$ cat src/hw/rtl/sos_pkg.sv
// Shared types, constants and step tables of the biquad cascade bank.
`timescale 1ns / 1ps

package sos_pkg;

  localparam int DATA_W    = 16;
  localparam int COEF_W    = 16;
  localparam int HIST_W    = 32;
  localparam int PROD_W    = COEF_W + HIST_W;
  localparam int NUM_SLOTS = 6;
  localparam int CFG_BANKS = 3;
  localparam int STEPS     = 6;
  localparam int CYC_W     = 4;
  localparam int LAST_CYC  = 8;

  localparam logic [2:0] SLOT_B0   = 3'd0;
  localparam logic [2:0] SLOT_B1   = 3'd1;
  localparam logic [2:0] SLOT_B2   = 3'd2;
  localparam logic [2:0] SLOT_A1   = 3'd3;
  localparam logic [2:0] SLOT_A2   = 3'd4;
  localparam logic [2:0] SLOT_GAIN = 3'd5;

  localparam logic [1:0] REG_BAND_ENABLE   = 2'd0;
  localparam logic [1:0] REG_SECTIONS_LOW  = 2'd1;
  localparam logic [1:0] REG_SECTIONS_BP   = 2'd2;
  localparam logic [1:0] REG_SECTIONS_HIGH = 2'd3;

  localparam logic signed [DATA_W-1:0] SAT_MAX = 16'sh7FFF;
  localparam logic signed [DATA_W-1:0] SAT_MIN = 16'sh8000;

  typedef enum logic [1:0] {
    OP_X,
    OP_W1,
    OP_W2,
    OP_W0
  } opsel_e;

  typedef enum logic [2:0] {
    ACC_NONE,
    ACC_A_LOAD,
    ACC_A_SUB,
    ACC_B_LOAD,
    ACC_B_ADD
  } accop_e;

  typedef struct packed {
    logic   mul_en;
    opsel_e opsel;
    accop_e acc_op;
  } mac_ctrl_t;

  // step order: gain, a1, a2, b1, b2, b0
  function automatic logic [2:0] step_slot(input logic [2:0] step);
    logic [2:0] slot;
    case (step)
      3'd0:    slot = SLOT_GAIN;
      3'd1:    slot = SLOT_A1;
      3'd2:    slot = SLOT_A2;
      3'd3:    slot = SLOT_B1;
      3'd4:    slot = SLOT_B2;
      3'd5:    slot = SLOT_B0;
      default: slot = SLOT_B0;
    endcase
    return slot;
  endfunction

  function automatic opsel_e step_opsel(input logic [2:0] step);
    opsel_e op;
    case (step)
      3'd0:    op = OP_X;
      3'd1:    op = OP_W1;
      3'd2:    op = OP_W2;
      3'd3:    op = OP_W1;
      3'd4:    op = OP_W2;
      3'd5:    op = OP_W0;
      default: op = OP_X;
    endcase
    return op;
  endfunction

  function automatic accop_e step_accop(input logic [2:0] step);
    accop_e op;
    case (step)
      3'd0:    op = ACC_A_LOAD;
      3'd1:    op = ACC_A_SUB;
      3'd2:    op = ACC_A_SUB;
      3'd3:    op = ACC_B_LOAD;
      3'd4:    op = ACC_B_ADD;
      3'd5:    op = ACC_B_ADD;
      default: op = ACC_NONE;
    endcase
    return op;
  endfunction

endpackage

$ cat src/hw/rtl/sos_mac.sv
// Shared multiplier with the two section accumulators and output saturation.
`timescale 1ns / 1ps

module sos_mac #(
  parameter int FRAC_BITS = 14
) (
  input  logic                                  clk_i,
  input  sos_pkg::mac_ctrl_t                    ctrl_i,
  input  logic signed [sos_pkg::COEF_W-1:0]     coef_i,
  input  logic signed [sos_pkg::DATA_W-1:0]     x_i,
  input  logic signed [sos_pkg::HIST_W-1:0]     w1_i,
  input  logic signed [sos_pkg::HIST_W-1:0]     w2_i,
  output logic signed [sos_pkg::HIST_W-1:0]     w0_o,
  output logic signed [sos_pkg::DATA_W-1:0]     ys_o
);
  import sos_pkg::*;

  logic signed [HIST_W-1:0] operand;
  logic signed [PROD_W-1:0] prod_d, prod_q;
  logic signed [PROD_W-1:0] prod_sh;
  logic signed [HIST_W-1:0] term;
  logic signed [HIST_W-1:0] acc_a_q, acc_b_q;

  always_comb begin
    case (ctrl_i.opsel)
      OP_X:    operand = HIST_W'(x_i);
      OP_W1:   operand = w1_i;
      OP_W2:   operand = w2_i;
      OP_W0:   operand = acc_a_q;
      default: operand = '0;
    endcase
  end

  assign prod_d  = PROD_W'(coef_i) * PROD_W'(operand);
  assign prod_sh = prod_q >>> FRAC_BITS;
  assign term    = prod_sh[HIST_W-1:0];

  always_ff @(posedge clk_i) begin
    if (ctrl_i.mul_en) begin
      prod_q <= prod_d;
    end
    case (ctrl_i.acc_op)
      ACC_A_LOAD: acc_a_q <= term;
      ACC_A_SUB:  acc_a_q <= acc_a_q - term;
      ACC_B_LOAD: acc_b_q <= term;
      ACC_B_ADD:  acc_b_q <= acc_b_q + term;
      default:    ;
    endcase
  end

  always_comb begin
    if (acc_b_q > HIST_W'(SAT_MAX)) begin
      ys_o = SAT_MAX;
    end else if (acc_b_q < HIST_W'(SAT_MIN)) begin
      ys_o = SAT_MIN;
    end else begin
      ys_o = acc_b_q[DATA_W-1:0];
    end
  end

  assign w0_o = acc_a_q;

endmodule

$ cat config.mk
export PLATFORM = sky130hd
export DESIGN_NAME = sos_mac
export DESIGN_NICKNAME = d
export VERILOG_FILES = /design/src/hw/rtl/sos_pkg.sv /design/src/hw/rtl/sos_mac.sv
export SDC_FILE = /design/constraint.sdc
export NUM_CORES = 2
export LEC_CHECK = 0
export BUFFER_PORTS_ARGS = -buffer_cell sky130_fd_sc_hd__buf_2
export CORE_MARGIN = 2
export CORE_UTILIZATION = 59
export CTS_BUF_LIST = sky130_fd_sc_hd__clkbuf_2
export DETAILED_ROUTE_END_ITERATION = 8
export PLACE_DENSITY_LB_ADDON = 0.15
export SYNTH_ARGS = -nofsm -noshare
export SYNTH_HDL_FRONTEND = slang
export SYNTH_SLANG_ARGS = --single-unit
$ cat constraint.sdc
create_clock -name clk_i -period 11.2 [get_ports clk_i]
set_clock_uncertainty 0.05 [all_clocks]
set_input_delay 3.36 -clock clk_i [delete_from_list [all_inputs] [get_ports clk_i]]
set_output_delay 3.36 -clock clk_i [all_outputs]
set_load 0.005 [all_outputs]
After elaboration in Yosys (flattened, before gate mapping)
Cells that the tools add are included.

word-level totals
  flip-flop bits (word level) = 110
  bits in latches = 0
  memory bits (writable) = 0
  memory bits (read-only) = 0
  output and inout port bits = 48
  word-level logic and storage cells = 23
  memories kept = 0

operators by class
  $add $sub $neg = 2
  $mul = 1
  div/mod/pow operators = 0
  order comparisons = 2
  equality and inequality tests = 7
  shift operators = 0
  multiplexer cells = 5
  bitwise gates (word level) = 0
  reductions and logical operators = 3

operator list
  operator                                                          count
  one-hot mux 32 bit (2 select lines)                               2
  one-hot mux 32 bit (4 select lines)                               1
  multiplier 16 x 32 -> 46 bit                                      1
  adder 32 bit                                                      1
  greater-than comparator 32 x 16 -> 1 bit (second input constant)  1
  less-than comparator 32 x 16 -> 1 bit (second input constant)     1
  two-way mux 16 bit                                                2
  subtractor 32 bit                                                 1
  == test 3 x 2 -> 1 bit (second input constant)                    2
  == test 2 bit (second input constant)                             2
  nonzero test 2 bit                                                2
  == test 3 x 1 -> 1 bit (second input constant)                    1
  == test 3 bit (second input constant)                             1
  == test 2 x 1 -> 1 bit (second input constant)                    1
  zero test 2 bit                                                   1

Longest topological paths before layout
  word-level depth = 3
  depth in mapped cells = 28
  depth with buffers taken out = 25

Worst setup path before layout
No wires, ideal clock.

  path kind = input port to flip-flop
  from = input ctrl_i[4] (netlist name)
  to = register prod_q[42], data pin
  arrival time = 10861 ps
  path slack = 29 ps
  stages = 28
  buffers on the path = 4
  path through = buf_6 > clkbuf_1 > buf_1 > mux4_2 > clkbuf_1 > nand2_1 > fa_1 > inv_1 > fa_1 > inv_1 > fa_1 > inv_1 > fa_1 > fa_1 > inv_1 > fa_1 > inv_1 > ha_1 > a21o_1 > a21o_1 > a221oi_1 > o21ai_0 > a2111oi_2 > o21ai_2 > a221oi_2 > o22ai_2 > o31ai_2 > xnor2_1

on the way
  longest elaborated chain between the ends = 3

RTL lines
  item                                     RTL line       RTL
  from (decl)                              sos_mac.sv:8   input sos_pkg::mac_ctrl_t ctrl_i,
  == test 2 bit (tied with other cells)    sos_mac.sv:25  case (ctrl_i.opsel)
  one-hot mux 32 bit (4 select lines) (*)  sos_mac.sv:25
  multiplier 16 x 32 -> 46 bit (*)         sos_mac.sv:34  assign prod_d = PROD_W'(coef_i) * PROD_W'(operand);
  net prod_d[42]                           sos_mac.sv:19  logic signed [PROD_W-1:0] prod_d, prod_q;
  to (signal assigned)                     sos_mac.sv:40  prod_q <= prod_d;
  to (decl)                                sos_mac.sv:19

Mark *: on every way through the listed nets, which the timed path passes. The rest lies on a longest branch.
A chain may end at the register's enable or synchronous reset.

Worst setup path in the final report
  from = input ctrl_i[3] (netlist name)
  to = register prod_q[42], data pin

The elaborated chain is that of the path after synthesis.

==> impl_metrics.yaml <==
synth:
  synth_top_flop_cell: "edfxtp_1"
  netlist_area_um2: 24250
  synth.avg_cell_area_um2: 9.240
  synth-seq-cells: 96
  synth.net_count: 3370
  yosysTopAreaCellShare_pct: 39.05
  async_flop_share_pct: 0
  yosys.cell_types.count: 62
  synth_edf_count: 96
  ys_seq_area_share_pct: 11.89
  yosysWarnings: 0
  synthCells: 2624
  post_synth_main_area_contributors: "fa_1, edfxtp_1, inv_1, ha_1, nand2_1"
  synth_top_area_cell: "fa_1"
setup_path:
  crit_required_ns: 11.56
  crit_path_end_kind: "flip-flop"
  arrival_ns: 10.82
  crit_fanout: 16
  worstSetupPathType: "in2reg"
  start_kind: "input port"
cts:
  cts_made_buffers: 9
  clk_latency_ns: 0.63
  clk_path_buf_depth: 2
  cts_tree: "done"
  cts.sinks: 96
  post_cts_resized: 0
  cts-htree-levels: 3
  cts_root_buffer: "clkbuf_2"
  clk_pin_slew_ns: 0.28
  cts_setup_buffers: 0
  holdBufCountCts: 0
die:
  core_um2: 40740
  dieArea_um2: 42730
  placementRows: 74
  fp.dieW_um: 206.7
  die_h_um: 206.7
  num_io_pins: 151
  start_util_pct: 59.51
route:
  viasPerCell: 5.679
  drt_iter0_drc: 1181
  ant_nets: 0
  vias: 18491
  drc: 0
  wl_um: 63470
  drtPass1Iterations: 5
  wl_per_cell_um: 19.49
timing:
  worstMarginPinSlew_ns: 0.8552
  max_freq_mhz: 95.64
  rsz0062_at_grt: "no"
  report.final.slew_viol_count: 0
  final-hold-violation-count: 0
  min_period_over_period_pct: 93.35
  max_slew_margin_pct: 42.99
  finalSetupViolCount: 0
  fin_tns_setup_ns: 0
  period_needed_ns: 10.46
global_route:
  grt.overflow.total: 0
  grt_pass1_vias: 19764
  grt_pass1_wl_um: 102500
  grt_antenna_before_repair: 2
  grt_max_degree: 68
  grt_usage_pct: 31.30
finish:
  fin_nets: 3462
  mostFrequentLayoutCells: "inv_1, fa_1, nand2_1"
  drive_gt1_share_pct: 9.445
  syn2layout_area_growth_pct: 5.976
  mostFrequentLayoutCell: "inv_1"
outcome:
  status: "finished clean"
place:
  hpwlAfterDp_um: 51730
  place.gp.congestion: 0.9229
  io_buffers: 150
worst_hold_path:
  hold_path_class: "reg2reg"
job:
  max_cap_violations: 0
-- sequential cells by signal (all words and copies together), names as in the netlist --
name     count
acc_b_q     32
prod_q      32
w0_o        32
-- path summary, 6_finish.rpt --
kind | from | endpoint | slack, ns | cells after the start
max | ctrl_i[3] | prod_q[42]$_DFFE_PP_ | 0.74 | 24
min | prod_q[14]$_DFFE_PP_ | acc_b_q[0]$_DFFE_PP_ | 0.62 | 2
max reg2reg | w0_o[17]$_DFFE_PP_ | prod_q[42]$_DFFE_PP_ | 3.32 | 23
min reg2reg | prod_q[14]$_DFFE_PP_ | acc_b_q[0]$_DFFE_PP_ | 0.62 | 2
-- cells in the mapped netlist, drive strengths merged, types with 3 or more instances --
cell,count
a221oi,4
o31a,4
fa,473
nor2b,11
o21bai,8
nor2,74
nand2b,16
or3,6
nor3,11
a21oi,64
ha,170
o21ai,79
inv,593
and2,204
xnor2,62
nand4,12
o41ai,6
o21a,24
or2,10
clkbuf,100
o2111ai,3
mux4,32
a211oi,10
o31ai,10
a31oi,6
nand2,380
a211o,5
and3,7
a21o,50
nand3,17
a21boi,4
edfxtp,96
buf,4
a311oi,3
xor2,33
nor4,6
-- kinds of logic after synthesis --
| kind of cell | Yosys count | share of synthesized area, % |
|---|---|---|
| AND/OR/NAND/NOR | 761 | 14.89 |
| flip-flops | 96 | 11.89 |
| multiplexers | 32 | 2.972 |
| XOR/XNOR | 95 | 3.432 |
| buffers and inverters | 697 | 10.82 |
| adder cells (fa/ha/maj) | 643 | 47.83 |
| AO/OA/AOI/OAI | 300 | 8.164 |
-- per-stage QoR --
step / instances / util (%) / instance area, um^2 / worst slack [ns] / hold slack, ns
final: 3256 / 63.07 / 25690 / 0.7444 / 0.6208
after floorplan: 2624 / - / 24250 / 0.02930 / 0.5023
after detailed placement: 3237 / 62.75 / 25570 / 0.02993 / 0.5917
after global routing: 3255 / 63.07 / 25690 / 0.3695 / 0.6477
after CTS: 3253 / 63.05 / 25690 / 0.7597 / 0.6188
after global placement: 3237 / 62.75 / 25570 / 0.1819 / 0.6031
-- critical path, stage by stage --
cell       delay, ns
buf_2           0.39
mux4_2          0.76
and2_1          0.25
fa_1            0.53
inv_1           0.05
fa_1            0.46
fa_1            0.52
inv_1           0.05
fa_1            0.44
fa_1            0.51
inv_1           0.05
fa_1            0.47
inv_1           0.04
ha_1            0.35
a21oi_1         0.19
o21ai_0         0.13
a221oi_1        0.55
o21ai_0         0.20
a2111oi_2       0.48
o21ai_2         0.12
a221oi_2        0.35
o22ai_2         0.18
o31ai_2         0.27
xnor2_1         0.09
-- cell type report --
cell class                      count  area, um^2
Sequential cell                    96        2883
Fill cell                        3483       15040
Inverter                          593        2226
Timing Repair Buffer              185        1039
Multi-Input combinational cell   1831       18750
Tap cell                          532       665.6
Clock inverter                      7       76.32
Antenna cell                        3       7.507
Clock buffer                        9       45.04
-- layer usage --
metal	vias up	GRT usage (%)	share of wire (%)
li1	8253	-	-
met1	9440	42.55	41
met2	676	52.35	48
met3	122	4.710	7.6
met4	0	9.498	2.7
met5	-	0	0
Power is left out: the tool's default activity adds up to more than one toggle a clock period on the data nets, which glitch-free logic cannot reach.
